**src/rtl/core/tts_pkg.sv**
```systemverilog
// shared types and constants for the timer tick to sample time core
`timescale 1ns / 1ps
package tts_pkg;

    localparam int TS_W      = 32;
    localparam int EXT_W     = 64;
    localparam int SR_W      = 20;
    localparam int CFG_W     = 32;
    localparam int CFG_IDX_W = 2;
    localparam int DIV_STEPS = 64;
    localparam int CNT_W     = $clog2(DIV_STEPS);

    localparam logic [CFG_IDX_W-1:0] CFG_TIMER_HZ    = 2'd0;
    localparam logic [CFG_IDX_W-1:0] CFG_SAMPLE_RATE = 2'd1;
    localparam logic [CFG_IDX_W-1:0] CFG_GUARD       = 2'd2;

    localparam logic CMD_SYNC    = 1'b0;
    localparam logic CMD_CONVERT = 1'b1;

    localparam logic [SR_W-1:0] SAMPLE_RATE_RST = SR_W'(48000);

    typedef struct packed {
        logic load;
        logic step;
    } t_div_ctl;

    typedef struct packed {
        logic clr;
        logic step;
        logic dbit;
    } t_acc_ctl;

endpackage

```
**src/rtl/core/timer_tick_to_sample_time_core.sv**
```systemverilog
// top level: timer wrap extension and tick to sample conversion
// synchronize words and convert words with a zero timer rate give their result
// in the cycle after acceptance; a convert word goes through two 64-step serial
// divisions and a 20-step serial multiply before its result is ready.
// one word is in work at a time; a new word waits for idle and a free output.
// synchronous active-low reset clears the counts and loads the register defaults.
`timescale 1ns / 1ps
module timer_tick_to_sample_time_core
    import tts_pkg::*;
(
    input  logic                 i_clk,
    input  logic                 i_rst_n,
    input  logic                 i_cfg_we,
    input  logic [CFG_IDX_W-1:0] i_cfg_index,
    input  logic [CFG_W-1:0]     i_cfg_data,
    input  logic                 i_in_valid,
    output logic                 o_in_ready,
    input  logic                 i_cmd,
    input  logic [TS_W-1:0]      i_now_count,
    input  logic [TS_W-1:0]      i_cap_count,
    input  logic                 i_add_guard,
    output logic                 o_out_valid,
    input  logic                 i_out_ready,
    output logic                 o_ok,
    output logic [EXT_W-1:0]     o_samples
);

    localparam logic [3:0] ST_IDLE  = 4'd0;
    localparam logic [3:0] ST_TICKS = 4'd1;
    localparam logic [3:0] ST_MAG   = 4'd2;
    localparam logic [3:0] ST_DIV1  = 4'd3;
    localparam logic [3:0] ST_SAVE  = 4'd4;
    localparam logic [3:0] ST_MUL   = 4'd5;
    localparam logic [3:0] ST_LOAD2 = 4'd6;
    localparam logic [3:0] ST_DIV2  = 4'd7;
    localparam logic [3:0] ST_SUM   = 4'd8;
    localparam logic [3:0] ST_SIGN  = 4'd9;
    localparam logic [3:0] ST_OUT   = 4'd10;

    localparam logic [CNT_W-1:0] DIV_LAST = CNT_W'(DIV_STEPS - 1);
    localparam logic [CNT_W-1:0] MUL_LAST = CNT_W'(SR_W - 1);

    logic [3:0]       r_state, n_state;
    logic [CNT_W-1:0] r_cnt;
    logic [TS_W-1:0]  r_hz;
    logic [SR_W-1:0]  r_sr;
    logic [TS_W-1:0]  r_guard;
    logic [TS_W-1:0]  r_last;
    logic [EXT_W-1:0] r_ext;
    logic [TS_W-1:0]  r_off;
    logic [EXT_W-1:0] r_val;
    logic [EXT_W-1:0] r_wsr;
    logic [SR_W-1:0]  r_srsh;
    logic             r_neg;
    logic             r_guard_on;
    logic             r_out_valid;
    logic             r_ok;
    logic [EXT_W-1:0] r_st;

    logic             w_in_acc;
    logic             w_out_free;
    logic             w_out_load;
    t_div_ctl         w_div_ctl;
    t_acc_ctl         w_acc_ctl;
    logic [EXT_W-1:0] w_dividend;
    logic [EXT_W-1:0] w_addend;
    logic             w_q_bit;
    logic [TS_W-1:0]  w_rem;
    logic [EXT_W-1:0] w_acc;
    logic [EXT_W:0]   w_guard_sum;

    assign w_out_free  = !r_out_valid || i_out_ready;
    assign o_in_ready  = i_rst_n && (r_state == ST_IDLE) && w_out_free;
    assign w_in_acc    = i_in_valid && o_in_ready;
    assign o_out_valid = r_out_valid;
    assign o_ok        = r_ok;
    assign o_samples   = r_st;

    assign w_out_load = ((r_state == ST_IDLE) && w_in_acc
                         && ((i_cmd == CMD_SYNC) || (r_hz == '0)))
                        || ((r_state == ST_OUT) && w_out_free);

    assign w_guard_sum = {1'b0, r_val} + (r_guard_on ? {{(EXT_W-TS_W+1){1'b0}}, r_guard} : '0);

    always_comb begin
        w_div_ctl  = '0;
        w_acc_ctl  = '0;
        w_dividend = r_val[EXT_W-1] ? (~r_val + EXT_W'(1)) : r_val;
        w_addend   = {{(EXT_W-SR_W){1'b0}}, r_sr};
        case (r_state)
            ST_MAG: begin
                w_div_ctl.load = 1'b1;
                w_acc_ctl.clr  = 1'b1;
            end
            ST_DIV1: begin
                w_div_ctl.step = 1'b1;
                w_acc_ctl.step = 1'b1;
                w_acc_ctl.dbit = w_q_bit;
            end
            ST_SAVE: begin
                w_acc_ctl.clr = 1'b1;
            end
            ST_MUL: begin
                w_acc_ctl.step = 1'b1;
                w_acc_ctl.dbit = r_srsh[SR_W-1];
                w_addend       = {{(EXT_W-TS_W){1'b0}}, w_rem};
            end
            ST_LOAD2: begin
                w_div_ctl.load = 1'b1;
                w_acc_ctl.clr  = 1'b1;
                w_dividend     = w_acc + {{(EXT_W-TS_W+1){1'b0}}, r_hz[TS_W-1:1]};
            end
            ST_DIV2: begin
                w_div_ctl.step = 1'b1;
                w_acc_ctl.step = 1'b1;
                w_acc_ctl.dbit = w_q_bit;
                w_addend       = EXT_W'(1);
            end
            default: begin
            end
        endcase
    end

    always_comb begin
        n_state = r_state;
        case (r_state)
            ST_IDLE: begin
                if (w_in_acc && (i_cmd == CMD_CONVERT) && (r_hz != '0)) begin
                    n_state = ST_TICKS;
                end
            end
            ST_TICKS: n_state = ST_MAG;
            ST_MAG:   n_state = ST_DIV1;
            ST_DIV1:  if (r_cnt == DIV_LAST) n_state = ST_SAVE;
            ST_SAVE:  n_state = ST_MUL;
            ST_MUL:   if (r_cnt == MUL_LAST) n_state = ST_LOAD2;
            ST_LOAD2: n_state = ST_DIV2;
            ST_DIV2:  if (r_cnt == DIV_LAST) n_state = ST_SUM;
            ST_SUM:   n_state = ST_SIGN;
            ST_SIGN:  n_state = ST_OUT;
            ST_OUT:   if (w_out_free) n_state = ST_IDLE;
            default:  n_state = ST_IDLE;
        endcase
    end

    always_ff @(posedge i_clk) begin
        if (!i_rst_n) begin
            r_state     <= ST_IDLE;
            r_cnt       <= '0;
            r_hz        <= '0;
            r_sr        <= SAMPLE_RATE_RST;
            r_guard     <= '0;
            r_last      <= '0;
            r_ext       <= '0;
            r_out_valid <= 1'b0;
        end else begin
            r_state <= n_state;
            if (i_cfg_we) begin
                case (i_cfg_index)
                    CFG_TIMER_HZ:    r_hz    <= i_cfg_data[TS_W-1:0];
                    CFG_SAMPLE_RATE: r_sr    <= i_cfg_data[SR_W-1:0];
                    CFG_GUARD:       r_guard <= i_cfg_data[TS_W-1:0];
                    default: begin
                    end
                endcase
            end
            if (w_out_load) begin
                r_out_valid <= 1'b1;
            end else if (i_out_ready) begin
                r_out_valid <= 1'b0;
            end
            case (r_state)
                ST_IDLE: begin
                    if (w_in_acc) begin
                        if (i_cmd == CMD_SYNC) begin
                            r_last <= i_now_count;
                            r_ext  <= {{(EXT_W-TS_W){1'b0}}, i_now_count};
                            r_ok   <= 1'b1;
                            r_st   <= '0;
                        end else if (r_hz == '0) begin
                            r_ok <= 1'b0;
                            r_st <= '0;
                        end else begin
                            r_ext      <= r_ext + {{(EXT_W-TS_W){1'b0}}, i_now_count - r_last};
                            r_last     <= i_now_count;
                            r_off      <= i_cap_count - i_now_count;
                            r_guard_on <= i_add_guard;
                        end
                    end
                end
                ST_TICKS: r_val <= r_ext + {{(EXT_W-TS_W){r_off[TS_W-1]}}, r_off};
                ST_MAG: begin
                    r_neg <= r_val[EXT_W-1];
                    r_cnt <= '0;
                end
                ST_DIV1: r_cnt <= r_cnt + CNT_W'(1);
                ST_SAVE: begin
                    r_wsr  <= w_acc;
                    r_srsh <= r_sr;
                    r_cnt  <= '0;
                end
                ST_MUL: begin
                    r_srsh <= {r_srsh[SR_W-2:0], 1'b0};
                    r_cnt  <= r_cnt + CNT_W'(1);
                end
                ST_LOAD2: r_cnt <= '0;
                ST_DIV2:  r_cnt <= r_cnt + CNT_W'(1);
                ST_SUM:   r_wsr <= r_wsr + w_acc;
                ST_SIGN:  r_val <= r_neg ? (~r_wsr + EXT_W'(1)) : r_wsr;
                ST_OUT: begin
                    if (w_out_free) begin
                        if (r_val[EXT_W-1]) begin
                            r_ok <= 1'b0;
                            r_st <= '0;
                        end else begin
                            r_ok <= 1'b1;
                            r_st <= w_guard_sum[EXT_W] ? '1 : w_guard_sum[EXT_W-1:0];
                        end
                    end
                end
                default: begin
                end
            endcase
        end
    end

    tts_div u_div (
        .i_clk      (i_clk),
        .i_ctl      (w_div_ctl),
        .i_dividend (w_dividend),
        .i_divisor  (r_hz),
        .o_q_bit    (w_q_bit),
        .o_rem      (w_rem)
    );

    tts_acc u_acc (
        .i_clk    (i_clk),
        .i_ctl    (w_acc_ctl),
        .i_addend (w_addend),
        .o_acc    (w_acc)
    );

endmodule

```
**src/rtl/core/tts_div.sv**
```systemverilog
// bit-serial restoring divider, one quotient bit per step
`timescale 1ns / 1ps
module tts_div
    import tts_pkg::*;
(
    input  logic             i_clk,
    input  t_div_ctl         i_ctl,
    input  logic [EXT_W-1:0] i_dividend,
    input  logic [TS_W-1:0]  i_divisor,
    output logic             o_q_bit,
    output logic [TS_W-1:0]  o_rem
);

    logic [EXT_W-1:0] r_dvd;
    logic [TS_W-1:0]  r_rem;
    logic [TS_W:0]    w_trial;
    logic [TS_W:0]    w_diff;

    assign w_trial = {r_rem, r_dvd[EXT_W-1]};
    assign w_diff  = w_trial - {1'b0, i_divisor};
    assign o_q_bit = (w_trial >= {1'b0, i_divisor});
    assign o_rem   = r_rem;

    always_ff @(posedge i_clk) begin
        if (i_ctl.load) begin
            r_dvd <= i_dividend;
            r_rem <= '0;
        end else if (i_ctl.step) begin
            r_dvd <= {r_dvd[EXT_W-2:0], 1'b0};
            r_rem <= o_q_bit ? w_diff[TS_W-1:0] : w_trial[TS_W-1:0];
        end
    end

endmodule

```
**src/rtl/core/tts_acc.sv**
```systemverilog
// msb-first shift-and-add accumulator for serial products and quotients
`timescale 1ns / 1ps
module tts_acc
    import tts_pkg::*;
(
    input  logic             i_clk,
    input  t_acc_ctl         i_ctl,
    input  logic [EXT_W-1:0] i_addend,
    output logic [EXT_W-1:0] o_acc
);

    logic [EXT_W-1:0] r_acc;

    assign o_acc = r_acc;

    always_ff @(posedge i_clk) begin
        if (i_ctl.clr) begin
            r_acc <= '0;
        end else if (i_ctl.step) begin
            r_acc <= {r_acc[EXT_W-2:0], 1'b0} + (i_ctl.dbit ? i_addend : '0);
        end
    end

endmodule

```
**config.mk**
```make
export PLATFORM = sky130hd
export DESIGN_NAME = timer_tick_to_sample_time_core
export DESIGN_NICKNAME = d
export VERILOG_FILES = /design/src/rtl/core/tts_pkg.sv /design/src/rtl/core/timer_tick_to_sample_time_core.sv /design/src/rtl/core/tts_div.sv /design/src/rtl/core/tts_acc.sv
export SDC_FILE = /design/constraint.sdc
export NUM_CORES = 2
export LEC_CHECK = 0
export BUFFER_PORTS_ARGS = -buffer_cell sky130_fd_sc_hd__buf_2
export CAP_MARGIN = 25
export CELL_PAD_IN_SITES_DETAIL_PLACEMENT = 1
export CELL_PAD_IN_SITES_GLOBAL_PLACEMENT = 1
export CORE_MARGIN = 4
export CORE_UTILIZATION = 52
export CTS_CLUSTER_DIAMETER = 30
export DETAILED_ROUTE_END_ITERATION = 8
export PLACE_DENSITY = 0.95
export SYNTH_ARGS = -nofsm -noshare
export SYNTH_HDL_FRONTEND = slang
export SYNTH_SLANG_ARGS = --single-unit
export TNS_END_PERCENT = 10
```
**constraint.sdc**
```tcl
create_clock -name i_clk -period 15.4 [get_ports i_clk]
set_input_delay 1.54 -clock i_clk [delete_from_list [all_inputs] [get_ports i_clk]]
set_output_delay 1.54 -clock i_clk [all_outputs]
set_load 0.01 [all_outputs]
```
# == Word level (Yosys, flattened, before mapping) ==
# Cells that the tools add are included.
# classes
addsub,12
n_mul,0
n_div,0
order_cmp,1
eq_ne,22
n_shift,0
mux,42
bitwise,4
reduce_logical,38
# ops
op,n
2-to-1 mux 64 bit,13
case mux 64 bit (2 select lines),3
adder 64 bit,3
2-to-1 mux 32 bit,5
adder 64 x 1 -> 64 bit (second input constant),2
inverter 64 bit,2
subtractor 32 bit,3
adder 64 x 32 -> 65 bit,1
adder 64 x 31 -> 64 bit,1
adder 64 x 32 -> 64 bit,1
case mux 32 bit (2 select lines),1
case mux 4 bit (11 select lines),1
case mux 20 bit (2 select lines),1
greater-or-equal comparator 33 x 32 -> 1 bit,1
zero test 32 bit,1
nonzero test 32 bit,1
2-to-1 mux 4 bit,5
== test 4 x 3 -> 1 bit (second input constant),4
AND reduction 5 bit,3
AND reduction 2 bit,7
nonzero test 2 bit,7
== test 4 bit (second input constant),3
!= test 2 bit (second input constant),6
case mux 6 bit (2 select lines),1
other kinds (21),43
# totals
register_bits,598
latch_bits,0
ramBits,0
mem_bits_ro,0
inputBits,105
wordCells,138
mem_count,0

# == Depth between registers and ports, before layout ==
# depth
ltp_word,8
depth_mapped,27
ltp_nobuf,24

# == Modules after synthesis ==
# A second synthesis with hierarchy kept.
# unflattened
cells_unflattened,6040
area_unflattened_um2,49379.9
# modules_own_cells
mod,n_inst,cells_per_inst,area_each_um2,seq_area_each_um2
timer_tick_to_sample_time_core,1,4628,36975.5,11240.8
tts_acc,1,836,6326.1,1281.2
tts_div,1,576,6078.3,2562.5

# == Worst setup path before layout ==
# No wires, ideal clock.
# synth_timing
kind,input-to-reg
startpoint,input i_rst_n
endpoint,register r_val[0] (enable)
setup_ns,0.565
t_arrival_ns,6.515
required_time_ns,14.835
setup_slack_ns,8.320
stages,4
n_path_buf,2
path_cell_list,clkbuf_1 > inv_1 > clkbuf_1 > nor3_1
# synth_via
elab_chain_len,1
# synth_rtl
item,line,rtl
from (decl),timer_tick_to_sample_time_core.sv:12,"input logic i_rst_n,"
AND reduction 2 bit (no line),n/a,
to (signal assigned),timer_tick_to_sample_time_core.sv:191,"ST_TICKS: r_val <= r_ext + {{(EXT_W-TS_W){r_off[TS_W-1]}}, r_off};"
to (signal assigned),timer_tick_to_sample_time_core.sv:209,ST_SIGN: r_val <= r_neg ? (~r_wsr + EXT_W'(1)) : r_wsr;
to (decl),timer_tick_to_sample_time_core.sv:51,logic [EXT_W-1:0] r_val;
# Every way passes these cells.
# A chain may end at the register's enable or synchronous reset.

# == Worst setup path after layout ==
# layout_timing
startpoint,register r_hz[1]
endpoint,"register u_acc.r_acc[56], in the netlist u_acc.o_acc[56]"
# layout_via
elab_chain_len,4
# layout_rtl
item,line,rtl
from (decl),timer_tick_to_sample_time_core.sv:45,logic [TS_W-1:0] r_hz;
from (signal assigned),timer_tick_to_sample_time_core.sv:160,CFG_TIMER_HZ: r_hz <= i_cfg_data[TS_W-1:0];
greater-or-equal comparator 33 x 32 -> 1 bit,tts_div.sv:21,"assign o_q_bit = (w_trial >= {1'b0, i_divisor});"
case mux 2 bit (2 select lines),timer_tick_to_sample_time_core.sv:90,case (r_state)
2-to-1 mux 32 bit,tts_acc.sv:20,"r_acc <= {r_acc[EXT_W-2:0], 1'b0} + (i_ctl.dbit ? i_addend : '0);"
adder 64 bit,tts_acc.sv:20,
to (signal assigned),tts_acc.sv:20,
to (decl),tts_acc.sv:12,logic [EXT_W-1:0] r_acc;
# Every way passes these cells.

==> load_flow_metrics.sql <==
INSERT INTO impl_metrics (metric_group, metric, value, unit) VALUES
('power_and_ir_drop', 'pwr-share-clk', '38.2', '%'),
('placed_design', 'placedInstanceArea', '0.0489', 'mm²'),
('detailed_routing', 'antenna_violating_nets_post_route', '0', ''),
('cts', 'clkSinkCount', '598', ''),
('placed_design', 'hpwl', '133', 'mm'),
('power_and_ir_drop', 'cellInternalPower', '0.00523', 'W'),
('synthesis', 'synth_largest_type_area_fraction', '19.8', '%'),
('outcome', 'outcome', 'finished, final reports clean', ''),
('floorplan', 'die_area', '0.0956', 'mm²'),
('sta', 'maxSlewViolCount', '0', ''),
('critical_path', 'end_kind', 'flop', ''),
('sta', 'grt_setup_unrepaired', 'no', ''),
('layout', 'area_delta_synth_final', '14.6', '%'),
('power_and_ir_drop', 'power.combinational.fraction', '37.2', '%'),
('critical_path', 'crit_chain', 'inv_1 > ha_1 > nor2b_1 > o31ai_1 > a31o_2 > o31ai_1 > a31oi_1 > o221ai_1 > a21oi_1 > a21oi_4 > a22oi_1 > buf_4 > nor2_1 > ha_1 > nand3_1 > nor4_1 > o2111ai_1 > o21ai_0 > o2111ai_1 > a31oi_1 > a221o_1 > nor2b_1 > xnor2_1 > o21ai_0', ''),
('floorplan', 'die_x', '309', 'µm'),
('critical_path', 'crit_path_start_kind', 'flop', ''),
('cts', 'cts_made_buffers', '143', ''),
('critical_path', 'critPathArrivalTime', '8750', 'ps'),
('global_route', 'grt_first_pass_wirelength', '330', 'mm'),
('layout', 'nNetsFinal', '6387', ''),
('detailed_routing', 'wire_length_per_cell', '30.3', 'µm'),
('critical_path', 'worst-path-max-fanout', '17', ''),
('sta', 'setup-tns-final', '0', 'ps'),
('layout', 'finish.instance_area', '0.0541', 'mm²'),
('critical_path', 'regToRegSetupSlack', '7270', 'ps'),
('synthesis', 'synth_async_sr_flop_share', '0', '%'),
('layout', 'final_layout_size_suffix_gt1_share', '9.27', '%'),
('detailed_routing', 'drt_iter0_markers', '6838', ''),
('synthesis', 'postSynthCellCount', '5849', ''),
('critical_path', 'critical_path_class', 'reg -> reg', ''),
('placed_design', 'place_congestion', '0.983', ''),
('cts', 'worst_skew_pair.late_latency', '790', 'ps'),
('power_and_ir_drop', 'leakagePower', '21.8', 'nW'),
('detailed_routing', 'drt-vias-per-instance', '7.24', ''),
('synthesis', 'synth_fp_nets', '6312', ''),
('power_and_ir_drop', 'seq_power_share', '24.6', '%'),
('synthesis', 'yosys_register_bits', '598', ''),
('synthesis', 'synthesized_area_per_cell', '8.06', 'µm²'),
('cts', 'tritoncts', 'done', ''),
('global_route', 'grt_max_degree', '93', ''),
('synthesis', 'synth.largest_area_cell', 'sky130_fd_sc_hd__edfxtp_1', ''),
('worst_hold_path', 'worstHoldPathType', 'reg -> reg', ''),
('critical_path', 'cp_top_family', 'compound AO/OA/AOI/OAI gates', ''),
('placed_design', 'port_buffers', '171', ''),
('cts', 'clkSlewWorstSetupHoldPaths', '50', 'ps'),
('cts', 'post_cts_setup_buffers', '0', ''),
('detailed_routing', 'route.vias.total', '52400', ''),
('floorplan', 'initial_utilization', '52.4', '%'),
('critical_path', 'critical_path.n_buffers_inverters', '2', ''),
('detailed_routing', 'route.detailed.drc', '0', ''),
('cts', 'hold_fix_buffers_at_cts', '0', ''),
('global_route', 'number_of_global_route_vias_before_repair', '54900', ''),
('power_and_ir_drop', 'vdd.ir_drop.worst', '0.231', 'mV'),
('synthesis', 'top_cells_by_area_in_the_synthesized_netlist', 'sky130_fd_sc_hd__edfxtp_1, sky130_fd_sc_hd__dfxtp_1, sky130_fd_sc_hd__ha_1', ''),
('synthesis', 'synth.yosys.seq_area_share', '32.0', '%'),
('layout', 'area_of_the_multi_input_gates', '0.0302', 'mm²'),
('critical_path', 'timing.critical_path.slowest_stage_cell', 'sky130_fd_sc_hd__a221o_1', ''),
('global_route', 'globalRouteOverflowTotal', '0', ''),
('floorplan', 'design.portCount', '172', ''),
('cts', 'cts_root_buffer', 'sky130_fd_sc_hd__clkbuf_16', ''),
('detailed_routing', '1st_pass_router_iterations', '7', ''),
('synthesis', 'synth_edf_count', '311', ''),
('layout', 'nFillCells', '10600', ''),
('sta', 'fin_skew', '52.6', 'ps'),
('power_and_ir_drop', 'power_density', '162', 'mW/mm²'),
('sta', 'final.min_clock_period', '8130', 'ps'),
('critical_path', 'critical-path-max-stage-delay', '840', 'ps'),
('floorplan', 'placeableCoreArea', '0.0900', 'mm²'),
('synthesis', 'synth.top_cells.by_count', 'sky130_fd_sc_hd__nand2_1, sky130_fd_sc_hd__a21oi_1, sky130_fd_sc_hd__o21ai_0, sky130_fd_sc_hd__nor2_1, sky130_fd_sc_hd__ha_1', ''),
('sta', 'worstMarginPinSlew', '1170', 'ps');
worst min-delay path: stages, from the launching register on:
cell and delay, ps:
sky130_fd_sc_hd__dfxtp_1 300, sky130_fd_sc_hd__nand2_1 50, sky130_fd_sc_hd__a21oi_1 50
layout by cell type (no fill, tap or decap), types with 194 or more instances in the layout:
cell type                  instances
sky130_fd_sc_hd__a21o_1          198
sky130_fd_sc_hd__a21oi_1         596
sky130_fd_sc_hd__dfxtp_1         287
sky130_fd_sc_hd__edfxtp_1        311
sky130_fd_sc_hd__ha_1            349
sky130_fd_sc_hd__inv_1           226
sky130_fd_sc_hd__nand2_1         804
sky130_fd_sc_hd__nor2_1          425
sky130_fd_sc_hd__o21ai_0         468
sky130_fd_sc_hd__xnor2_1         309
sky130_fd_sc_hd__xor2_1          194
area by class of cell:
| type | instances | share of cell area, % |
|---|---|---|
| clock inverter | 89 | 2.26 |
| clock buffer | 176 | 7.17 |
| antenna | 9 | 0.0417 |
| tap | 1176 | 2.72 |
| multi-input combinational | 4729 | 55.9 |
| inverter | 228 | 1.59 |
| timing repair buffer | 224 | 2.43 |
| sequential | 598 | 27.9 |
path summary, 6_finish.rpt:
check,startpoint,end,depth (start not counted)
setup reg to reg,r_hz[1],u_acc.o_acc[56],24
setup / recovery,r_hz[1],u_acc.o_acc[56],24
hold reg to reg,r_last[11],r_last[11],2
hold / removal,r_last[11],r_last[11],2
through the flow:
step	worst slack [ps]	total power (W)	utilization, %	std cells	hold slack [ps]
2_1_floorplan	8320	0.00412	-	5849	424
3_3_place_gp	8240	0.00482	54.3	6950	440
3_5_place_dp	8170	0.00497	54.3	6951	447
4_1_cts	7800	0.00851	60.0	7216	452
5_1_grt	7290	0.00892	60.1	7222	465
6_report	7270	0.00873	60.1	7229	452
metal layers:
layer  global-route usage, %  part of all wire [%]
met1                    49.6                    34
met2                    69.2                    44
met3                    15.9                    13
met4                    33.3                   9.2
met5                       0                 0.057
power by group through the flow:
| stage | clock network (W) | logic (W) | registers, W |
|---|---|---|---|
| 6_report | 0.00334 | 0.00324 | 0.00215 |
| 2_1_floorplan | 0 | 0.00207 | 0.00206 |
| 3_5_place_dp | 0 | 0.00284 | 0.00213 |
| 4_1_cts | 0.00332 | 0.00306 | 0.00213 |
| 5_1_grt | 0.00341 | 0.00336 | 0.00214 |
| 3_3_place_gp | 0 | 0.00271 | 0.00211 |
kinds of logic (layout without fill, tap and decap cells):
family,count (synthesis),after routing,synth area share (%)
buf+inv,522,717,4.19
simple gates,1958,1958,19.2
other cells,0,9,0
compound gates,1836,1836,24.0
flops,598,598,32.0
fa+ha+maj,358,358,9.64
xor+xnor,503,503,9.34
mux,74,74,1.63
state kept, by name, summed over array words and instances, names as in the netlist, 64 cells and up:
| register | cells |
|---|---|
| o_samples | 64 |
| r_ext | 64 |
| r_val | 64 |
| r_wsr | 64 |
| u_acc.o_acc | 64 |
| u_div.r_dvd | 64 |
Note: power is estimated with default switching activity, not from simulation.
